$ cat config.mk
export PLATFORM = sky130hd
export DESIGN_NAME = download_byte_budget_throttle
export DESIGN_NICKNAME = d
export VERILOG_FILES = /design/src/rtl/dbbt_pkg.sv /design/src/rtl/dbbt_cfg.sv /design/src/rtl/dbbt_div.sv /design/src/rtl/download_byte_budget_throttle.sv
export SDC_FILE = /design/constraint.sdc
export NUM_CORES = 2
export LEC_CHECK = 0
export ABC_CLOCK_PERIOD_IN_PS = 15430
export BUFFER_PORTS_ARGS = -buffer_cell sky130_fd_sc_hd__buf_2
export CORE_UTILIZATION = 55
export DETAILED_ROUTE_END_ITERATION = 10
export PLACE_DENSITY = 0.7
export SLEW_MARGIN = 40
export SYNTH_ARGS = -nofsm -noshare
export SYNTH_HDL_FRONTEND = slang
export SYNTH_SLANG_ARGS = --single-unit
$ cat constraint.sdc
create_clock -name clk_i -period 15.43 [get_ports clk_i]
set_clock_uncertainty 0.2 [all_clocks]
set_input_delay 3.086 -clock clk_i [delete_from_list [all_inputs] [get_ports clk_i]]
set_output_delay 3.086 -clock clk_i [all_outputs]
set_load 0.005 [all_outputs]
$ cat src/rtl/dbbt_pkg.sv
// Shared types and constants for the download byte budget throttle.
// No dependencies; used by dbbt_cfg, dbbt_div and the top level.
package dbbt_pkg;

  // request kinds carried in tuser
  typedef enum logic [1:0] {
    KIND_SETUP  = 2'd0,
    KIND_SLICE  = 2'd1,
    KIND_RETURN = 2'd2
  } kind_e;

  // configuration register indexes (byte address = 4 * index)
  typedef enum logic [1:0] {
    REG_THROTTLE_ON = 2'd0,
    REG_LIMIT_KIB   = 2'd1,
    REG_SOCK_BUF    = 2'd2
  } reg_idx_e;

  typedef enum logic [3:0] {
    ST_IDLE,
    ST_SETUP,
    ST_MUL,
    ST_CMP,
    ST_DIV_GO,
    ST_DIV,
    ST_SLICE,
    ST_GRANT,
    ST_RETURN,
    ST_EMIT
  } state_e;

  localparam int unsigned DivW     = 34;  // dividend / quotient width
  localparam int unsigned DivisorW = 30;

  localparam logic [15:0]         MaxTransfers  = 16'd255;
  localparam logic [6:0]          CycleFullMs   = 7'd100;
  localparam logic [DivW-1:0]     MsPerSec      = 34'd1000;
  localparam logic [23:0]         SockBufReset  = 24'd65536;

  typedef struct packed {
    logic        throttle_on;
    logic [19:0] limit_kib;
    logic [23:0] sock_buf;
  } cfg_t;

  typedef struct packed {
    logic busy;
    logic done;
  } div_stat_t;

endpackage

$ cat src/rtl/dbbt_cfg.sv
// APB-style configuration registers of the download byte budget throttle.
// Depends on dbbt_pkg (cfg_t, reg_idx_e, SockBufReset).
module dbbt_cfg (
  input  logic              clk_i,
  input  logic              rst_ni,
  input  logic              psel,
  input  logic              penable,
  input  logic              pwrite,
  input  logic [3:0]        paddr,
  input  logic [31:0]       pwdata,
  output logic [31:0]       prdata,
  output logic              pready,
  output dbbt_pkg::cfg_t    cfg_o
);

  dbbt_pkg::cfg_t   cfg_q, cfg_d;
  dbbt_pkg::reg_idx_e idx;

  assign idx    = dbbt_pkg::reg_idx_e'(paddr[3:2]);
  assign pready = 1'b1;
  assign cfg_o  = cfg_q;

  always_comb begin
    cfg_d = cfg_q;
    if (psel && penable && pwrite && pready) begin
      case (idx)
        dbbt_pkg::REG_THROTTLE_ON: cfg_d.throttle_on = pwdata[0];
        dbbt_pkg::REG_LIMIT_KIB:   cfg_d.limit_kib   = pwdata[19:0];
        dbbt_pkg::REG_SOCK_BUF:    cfg_d.sock_buf    = pwdata[23:0];
        default:                   cfg_d             = cfg_q;
      endcase
    end
  end

  always_comb begin
    case (idx)
      dbbt_pkg::REG_THROTTLE_ON: prdata = {31'd0, cfg_q.throttle_on};
      dbbt_pkg::REG_LIMIT_KIB:   prdata = {12'd0, cfg_q.limit_kib};
      dbbt_pkg::REG_SOCK_BUF:    prdata = {8'd0, cfg_q.sock_buf};
      default:                   prdata = 32'd0;
    endcase
  end

  always_ff @(posedge clk_i or negedge rst_ni) begin
    if (!rst_ni) begin
      cfg_q.throttle_on <= 1'b0;
      cfg_q.limit_kib   <= 20'd0;
      cfg_q.sock_buf    <= dbbt_pkg::SockBufReset;
    end else begin
      cfg_q <= cfg_d;
    end
  end

endmodule

$ cat src/rtl/dbbt_div.sv
// Serial restoring divider, one quotient bit per cycle.
// Depends on dbbt_pkg (DivW, DivisorW, div_stat_t). Divisor must be nonzero.
module dbbt_div (
  input  logic                              clk_i,
  input  logic                              rst_ni,
  input  logic                              start_i,
  input  logic [dbbt_pkg::DivW-1:0]         dividend_i,
  input  logic [dbbt_pkg::DivisorW-1:0]     divisor_i,
  output logic [dbbt_pkg::DivW-1:0]         quotient_o,
  output dbbt_pkg::div_stat_t               stat_o
);

  localparam int unsigned CntW = $clog2(dbbt_pkg::DivW + 1);

  logic [dbbt_pkg::DivW-1:0]     quo_q;
  logic [dbbt_pkg::DivisorW-1:0] rem_q, dvs_q;
  logic [CntW-1:0]               cnt_q;
  logic                          busy_q, done_q;
  logic [dbbt_pkg::DivisorW:0]   shifted;
  logic                          fits;

  // partial remainder with the next dividend bit shifted in
  assign shifted = {rem_q, quo_q[dbbt_pkg::DivW-1]};
  assign fits    = shifted >= {1'b0, dvs_q};

  always_ff @(posedge clk_i or negedge rst_ni) begin
    if (!rst_ni) begin
      busy_q <= 1'b0;
      done_q <= 1'b0;
      cnt_q  <= '0;
    end else begin
      done_q <= 1'b0;
      if (start_i) begin
        busy_q <= 1'b1;
        cnt_q  <= CntW'(dbbt_pkg::DivW);
      end else if (busy_q) begin
        cnt_q <= cnt_q - 1'b1;
        if (cnt_q == CntW'(1)) begin
          busy_q <= 1'b0;
          done_q <= 1'b1;
        end
      end
    end
  end

  always_ff @(posedge clk_i) begin
    if (start_i) begin
      quo_q <= dividend_i;
      rem_q <= '0;
      dvs_q <= divisor_i;
    end else if (busy_q) begin
      quo_q <= {quo_q[dbbt_pkg::DivW-2:0], fits};
      rem_q <= fits ? dbbt_pkg::DivisorW'(shifted - {1'b0, dvs_q})
                    : shifted[dbbt_pkg::DivisorW-1:0];
    end
  end

  assign quotient_o  = quo_q;
  assign stat_o.busy = busy_q;
  assign stat_o.done = done_q;

endmodule

$ cat src/rtl/download_byte_budget_throttle.sv
// Top level of the download byte budget throttle: sequencer, budget state and
// output register. Depends on dbbt_pkg, dbbt_cfg and dbbt_div.
//  - Requests arrive on s_axis (tuser = kind, tdata = transfers and returned
//    bytes). A setup request once a second loads the byte budget from the
//    limit register, decides whether throttling is on and derives the slice
//    size and read cycle time; slice requests draw from the budget and return
//    requests hand unused bytes back.
//  - Every request yields exactly one result on m_axis: granted bytes, the
//    unlimited flag, the current throttling state and the cycle time.
//  - One request at a time: s_axis_tready is high only while idle. Setup with
//    throttling on passes the setup, multiply and compare states and then
//    the serial divider, shared by both divisions. Other setups, returns and
//    slices while off go straight to the result, slices while on via a grant
//    state, unused kinds at once; the next request can follow in the cycle after the result is stored.
//  - The result sits in an output register; the next request is accepted
//    while it waits. If the receiver stalls, a finished result waits in the
//    sequencer until the output register frees up.
//  - Reset clears all budget state and the result valid flag; the socket
//    buffer register resets to 64 KiB. The user must write registers over APB
//    only while no request is in flight; the block itself does not enforce it.
module download_byte_budget_throttle (
  input  logic        clk_i,
  input  logic        rst_ni,
  // request channel
  input  logic        s_axis_tvalid,
  output logic        s_axis_tready,
  input  logic [39:0] s_axis_tdata,   // [7:0] active_transfers, [32:8] returned_bytes
  input  logic [1:0]  s_axis_tuser,   // [1:0] kind
  // result channel
  output logic        m_axis_tvalid,
  input  logic        m_axis_tready,
  output logic [39:0] m_axis_tdata,   // [29:0] slice_bytes, [36:30] cycle_time_ms
  output logic [1:0]  m_axis_tuser,   // [0] unlimited, [1] throttling
  // configuration port
  input  logic        psel,
  input  logic        penable,
  input  logic        pwrite,
  input  logic [3:0]  paddr,
  input  logic [31:0] pwdata,
  output logic [31:0] prdata,
  output logic        pready
);

  dbbt_pkg::cfg_t      cfg;
  dbbt_pkg::div_stat_t div_stat;
  dbbt_pkg::state_e    state_q, state_d;

  // latched request
  logic [7:0]      xfers_q;
  logic [24:0]     ret_q;

  // budget state
  logic [29:0] budget_q, granted_q;
  logic [23:0] slice_q;
  logic        enabled_q;
  logic [6:0]  cycle_q;

  // setup datapath
  logic [11:0] ten_n_q;
  logic [10:0] seven_n_q;
  logic [35:0] prod_q;
  logic        full_q;       // budget above ten buffers per transfer
  logic [30:0] left_q;       // signed remainder of the budget

  // per-request result
  logic [29:0] grant_q;
  logic        unl_q;

  // output register
  logic        out_vld_q;
  logic [29:0] out_slice_q;
  logic [6:0]  out_cycle_q;
  logic        out_unl_q, out_thr_q;

  // control
  logic        accept, load_out, div_start;
  logic [dbbt_pkg::DivW-1:0]     div_dividend, div_quo;
  logic [dbbt_pkg::DivisorW-1:0] div_divisor;

  // setup combinational helpers
  logic [7:0]  n_clamped;
  logic [29:0] budget_new;
  logic        enable_new;
  logic [30:0] twice_slice;

  dbbt_cfg u_cfg (
    .clk_i   (clk_i),
    .rst_ni  (rst_ni),
    .psel    (psel),
    .penable (penable),
    .pwrite  (pwrite),
    .paddr   (paddr),
    .pwdata  (pwdata),
    .prdata  (prdata),
    .pready  (pready),
    .cfg_o   (cfg)
  );

  dbbt_div u_div (
    .clk_i      (clk_i),
    .rst_ni     (rst_ni),
    .start_i    (div_start),
    .dividend_i (div_dividend),
    .divisor_i  (div_divisor),
    .quotient_o (div_quo),
    .stat_o     (div_stat)
  );

  // transfer count clamped to the supported maximum
  assign n_clamped  = ({8'd0, xfers_q} > dbbt_pkg::MaxTransfers) ?
                      dbbt_pkg::MaxTransfers[7:0] : xfers_q;
  assign budget_new = {cfg.limit_kib, 10'd0};
  assign enable_new = cfg.throttle_on && (budget_new != 30'd0) && (n_clamped != 8'd0);
  assign twice_slice = {6'd0, slice_q, 1'b0};

  // slice-size division, or cycle-time division when the budget is large
  assign div_dividend = full_q ? prod_q[dbbt_pkg::DivW-1:0] : {4'd0, budget_q};
  assign div_divisor  = full_q ? budget_q : {19'd0, seven_n_q};

  // ---------------- next state ----------------
  always_comb begin
    state_d = state_q;
    case (state_q)
      dbbt_pkg::ST_IDLE: begin
        if (s_axis_tvalid) begin
          case (dbbt_pkg::kind_e'(s_axis_tuser))
            dbbt_pkg::KIND_SETUP:  state_d = dbbt_pkg::ST_SETUP;
            dbbt_pkg::KIND_SLICE:  state_d = dbbt_pkg::ST_SLICE;
            dbbt_pkg::KIND_RETURN: state_d = dbbt_pkg::ST_RETURN;
            default:               state_d = dbbt_pkg::ST_EMIT;
          endcase
        end
      end
      dbbt_pkg::ST_SETUP:  state_d = enable_new ? dbbt_pkg::ST_MUL : dbbt_pkg::ST_EMIT;
      dbbt_pkg::ST_MUL:    state_d = dbbt_pkg::ST_CMP;
      dbbt_pkg::ST_CMP:    state_d = dbbt_pkg::ST_DIV_GO;
      dbbt_pkg::ST_DIV_GO: state_d = dbbt_pkg::ST_DIV;
      dbbt_pkg::ST_DIV:    if (div_stat.done) state_d = dbbt_pkg::ST_EMIT;
      dbbt_pkg::ST_SLICE:  state_d = enabled_q ? dbbt_pkg::ST_GRANT : dbbt_pkg::ST_EMIT;
      dbbt_pkg::ST_GRANT:  state_d = dbbt_pkg::ST_EMIT;
      dbbt_pkg::ST_RETURN: state_d = dbbt_pkg::ST_EMIT;
      dbbt_pkg::ST_EMIT:   if (!out_vld_q || m_axis_tready) state_d = dbbt_pkg::ST_IDLE;
      default:             state_d = dbbt_pkg::ST_IDLE;
    endcase
  end

  // ---------------- control outputs ----------------
  always_comb begin
    s_axis_tready = 1'b0;
    load_out      = 1'b0;
    div_start     = 1'b0;
    case (state_q)
      dbbt_pkg::ST_IDLE:   s_axis_tready = 1'b1;
      dbbt_pkg::ST_DIV_GO: div_start     = 1'b1;
      dbbt_pkg::ST_EMIT:   load_out      = !out_vld_q || m_axis_tready;
      default: begin
        s_axis_tready = 1'b0;
      end
    endcase
  end

  assign accept = s_axis_tvalid && s_axis_tready;

  always_ff @(posedge clk_i or negedge rst_ni) begin
    if (!rst_ni) begin
      state_q <= dbbt_pkg::ST_IDLE;
    end else begin
      state_q <= state_d;
    end
  end

  // ---------------- budget state ----------------
  always_ff @(posedge clk_i or negedge rst_ni) begin
    if (!rst_ni) begin
      budget_q  <= 30'd0;
      granted_q <= 30'd0;
      slice_q   <= 24'd0;
      enabled_q <= 1'b0;
      cycle_q   <= 7'd0;
    end else begin
      case (state_q)
        dbbt_pkg::ST_SETUP: begin
          budget_q  <= budget_new;
          enabled_q <= enable_new;
          granted_q <= 30'd0;
        end
        dbbt_pkg::ST_DIV: begin
          if (div_stat.done) begin
            if (full_q) begin
              slice_q <= cfg.sock_buf;
              cycle_q <= div_quo[6:0];
            end else begin
              // slice capped at the socket buffer
              slice_q <= (div_quo > {10'd0, cfg.sock_buf}) ? cfg.sock_buf : div_quo[23:0];
              cycle_q <= dbbt_pkg::CycleFullMs;
            end
          end
        end
        dbbt_pkg::ST_GRANT: begin
          if (!left_q[30] && left_q != 31'd0) begin
            if (left_q > twice_slice) begin
              granted_q <= granted_q + {6'd0, slice_q};
            end else begin
              granted_q <= granted_q + left_q[29:0];
            end
          end
        end
        dbbt_pkg::ST_RETURN: begin
          // small returns only, floored at zero
          if (ret_q != 25'd0 && ret_q < {slice_q, 1'b0}) begin
            granted_q <= (granted_q >= {5'd0, ret_q}) ? granted_q - {5'd0, ret_q} : 30'd0;
          end
        end
        default: begin
          granted_q <= granted_q;
        end
      endcase
    end
  end

  // ---------------- request and arithmetic registers ----------------
  always_ff @(posedge clk_i) begin
    if (accept) begin
      xfers_q <= s_axis_tdata[7:0];
      ret_q   <= s_axis_tdata[32:8];
      grant_q <= 30'd0;
      unl_q   <= 1'b0;
    end
    case (state_q)
      dbbt_pkg::ST_SETUP: begin
        ten_n_q   <= ({4'd0, n_clamped} << 3) + ({4'd0, n_clamped} << 1);
        seven_n_q <= ({3'd0, n_clamped} << 3) - {3'd0, n_clamped};
      end
      dbbt_pkg::ST_MUL: begin
        prod_q <= {12'd0, cfg.sock_buf} * {24'd0, ten_n_q};
      end
      dbbt_pkg::ST_CMP: begin
        full_q <= {6'd0, budget_q} > prod_q;
        prod_q <= {2'd0, dbbt_pkg::DivW'(cfg.sock_buf) * dbbt_pkg::MsPerSec};
      end
      dbbt_pkg::ST_SLICE: begin
        left_q <= {1'b0, budget_q} - {1'b0, granted_q};
        unl_q  <= !enabled_q;
      end
      dbbt_pkg::ST_GRANT: begin
        if (!left_q[30] && left_q != 31'd0) begin
          grant_q <= (left_q > twice_slice) ? {6'd0, slice_q} : left_q[29:0];
        end
      end
      default: begin
        full_q <= full_q;
      end
    endcase
  end

  // ---------------- output register ----------------
  always_ff @(posedge clk_i or negedge rst_ni) begin
    if (!rst_ni) begin
      out_vld_q <= 1'b0;
    end else if (load_out) begin
      out_vld_q <= 1'b1;
    end else if (m_axis_tready) begin
      out_vld_q <= 1'b0;
    end
  end

  always_ff @(posedge clk_i) begin
    if (load_out) begin
      out_slice_q <= grant_q;
      out_unl_q   <= unl_q;
      out_thr_q   <= enabled_q;
      out_cycle_q <= cycle_q;
    end
  end

  assign m_axis_tvalid = out_vld_q;
  assign m_axis_tdata  = {3'd0, out_cycle_q, out_slice_q};
  assign m_axis_tuser  = {out_thr_q, out_unl_q};

`ifndef SYNTHESIS
  // throttling is only on with a nonzero budget
  assert property (@(posedge clk_i) disable iff (!rst_ni)
    enabled_q |-> (budget_q != 30'd0))
    else $error("throttling enabled with empty budget");

  // grants never exceed the budget
  assert property (@(posedge clk_i) disable iff (!rst_ni)
    granted_q <= budget_q)
    else $error("granted bytes above budget");

  // the divider only runs while the sequencer waits for it
  assert property (@(posedge clk_i) disable iff (!rst_ni)
    (div_stat.busy || div_stat.done) |-> (state_q == dbbt_pkg::ST_DIV))
    else $error("divider active outside division state");

  // an unlimited answer grants no bytes
  assert property (@(posedge clk_i) disable iff (!rst_ni)
    (m_axis_tvalid && m_axis_tuser[0]) |-> (m_axis_tdata[29:0] == 30'd0))
    else $error("unlimited result with nonzero grant");

  // a result is loaded only after a request was taken
  assert property (@(posedge clk_i) disable iff (!rst_ni)
    load_out |-> !s_axis_tready)
    else $error("result loaded while idle");
`endif

endmodule
==> qor.yml <==
area_growth_pct: 8.876
die_w_um: 262.0
synth_edf_count: 225
firstDrtPassIters: 5
die_y_um: 262.0
postCtsResizedCells: 0
min-delay-start: "grant_q[8]"
final_cell_mix: "453 x inv_1, 374 x ha_1, 352 x nand2_1"
initial_core_util_pct: 56.04
max_freq_ghz: 0.1355
wirelength_mm: 93.88
fill_cells: 5665
setup_viol: 0
post_drt_wl_per_cell_um: 19.54
yosysSeqAreaShare_pct: 30.84
dieArea_sq_mm: 0.06863
nets: 4647
grt_pass1_vias: 26930
syn-instance-count: 3807
cts_tree: "yes"
hold_end: "out_slice_q[8]"
antenna_found_initial: 5
highest_layer: "met5"
multi_input_area_sq_mm: 0.02347
clk_pin_slew_ps: 60
fin_crit_sh_pct: 47.82
cts_buffers: 48
fin_setup_tns_ps: 0
crit_type: "in2out"
gr-usage-all-layers_pct: 28.15
ys_types: 80
h-tree-depth: 2
grt_start_max_net_pins: 85
netlist_area_sq_mm: 0.03717
synth_seq_cells: 425
clockRootBuffer: "clkbuf_16"
hold_viol: 0
drc: 0
coreArea_sq_mm: 0.06633
required_ps: 12140
grt_first_pass_wirelength_mm: 150.4
seq_area_sq_mm: 0.01146
min_path_type: "reg2reg"
worstMarginPinSlew_ps: 867.7
route.met3.wl_mm: 7.507
r2r_start: "u_cfg.cfg_o[16]"
cp_data_arrival_time_ps: 4090
crit_path_end_kind: "output pin"
drive_gt1_share_pct: 10.18
drt_iter0_markers: 2408
io_pins: 162
overflow: 0
wl_met1_mm: 43.33
layout_commonest_cell: "inv_1"
wl_met2_mm: 41.53
insertion_delay_ps: 600
via_count: 28010
ant_nets: 0
ys_async_sr_fraction_pct: 32.94
placementRows: 94
status: "finished clean"
max-cap-violations: 0
ys.flop_type: "edfxtp_1"
r2r_end: "prod_q[32]"
slew_headroom_pct: 42.15
place_congestion: 0.9525
min_period_ps: 7378
postCtsHoldBufs: 0
synth_warnings: 0
rrSetupSlack_ps: 8220
avgSynthCellArea_sq_um: 9.764
via_per_inst: 5.831
cts_post_setup_buffers_inserted: 0
dpl.hpwl_mm: 71.54
portBuffers: 132
critPathLaunchType: "input port"
hold_depth: 0
slew_violations: 0
cp_max_fo: 23
worstRegToRegCells: 21
cts_sinks: 425
cts_buffer_depth: 3
rsz0062_at_grt: "no"
antenna_cells: 0
==> critical path, cell delays in order <==
cell and delay [ps]:
buf_2 140, nor2b_1 150, buf_4 300, a22o_1 270, buf_2 140
==> cell families after synthesis <==
logic type | after synthesis | share of synthesized area (%)
other cells | 2 | 0.02020
buf+inv | 613 | 6.476
flops | 425 | 30.84
compound gates | 792 | 13.48
mux | 134 | 3.918
fa+ha+maj | 662 | 28.10
xor+xnor | 161 | 3.793
simple gates | 1018 | 13.37
==> worst max path at each step <==
stage | start | end | slack (ps)
6_report | paddr[2] | prdata[2] | 8050
3_5_place_dp | paddr[2] | prdata[4] | 8090
5_1_grt | u_cfg.cfg_o[16] | prod_q[32] | 7730
3_3_place_gp | paddr[3] | prdata[8] | 8110
4_1_cts | paddr[2] | prdata[4] | 8080
2_1_floorplan | paddr[2] | prdata[10] | 8210
==> Yosys cell counts (7+ instances only) <==
cell,number,area share (%)
a211o_1,7,0.16
a211oi_1,25,0.50
a21boi_0,10,0.20
a21o_1,103,2.1
a21oi_1,223,3.0
a221oi_1,20,0.47
a22o_1,20,0.47
a22oi_1,7,0.14
a31oi_1,20,0.34
and2_1,175,2.9
and3_1,26,0.44
buf_1,8,0.081
buf_4,17,0.34
clkbuf_1,124,1.3
dfrtp_1,139,9.4
dfxtp_1,60,3.2
edfxtp_1,225,18
fa_1,288,16
ha_1,374,13
inv_1,455,4.6
mux2_2,92,2.8
mux2i_1,42,1.1
nand2_1,354,3.6
nand2b_1,24,0.40
nand3_1,47,0.63
nand3b_1,7,0.14
nand4_1,41,0.69
nor2_1,177,1.8
nor2b_1,49,0.82
nor3_1,50,0.67
nor3b_1,9,0.18
nor4_1,29,0.49
o211ai_1,12,0.24
o21a_1,18,0.36
o21ai_0,222,3.0
o21bai_1,24,0.48
o31ai_1,16,0.32
or3_1,12,0.20
xnor2_1,113,2.7
xor2_1,48,1.1
==> routing by layer <==
layer	up-vias	track usage, %
li1	13240	-
met1	13720	42.39
met2	951	43.07
met3	102	4.456
met4	2	5.267
met5	-	0
==> layout make-up <==
| type | count | area share (%) |
|---|---|---|
| well taps | 864 | 2.671 |
| inverters | 455 | 4.226 |
| multi-input cells | 2783 | 57.98 |
| clock buffers | 63 | 3.388 |
| flip-flops and latches | 425 | 28.33 |
| clock inverters | 27 | 0.6276 |
| repair buffers | 187 | 2.779 |
==> metrics by stage <==
stage	area, sq um	util, %	setup WS, ps	std cells	hold slack (ps)
5_1_grt	40470	61.01	7734	4804	229.8
3_5_place_dp	38790	58.47	8094	4709	207.3
2_1_floorplan	37220	-	8207	3821	200.0
4_1_cts	40410	60.92	8085	4799	221.8
3_3_place_gp	38690	58.33	8108	4705	205.2
6_report	40470	61.01	8052	4804	220.6
==> state kept, by name, indices dropped and copies added, names as in the netlist, 31 cells and up <==
signal and cells:
prod_q 35, left_q 31, u_cfg.cfg_o 45, u_div.quotient_o 34
Power is not shown: default switching activity piles up to over one toggle a cycle in this logic, so the estimate is an artifact.
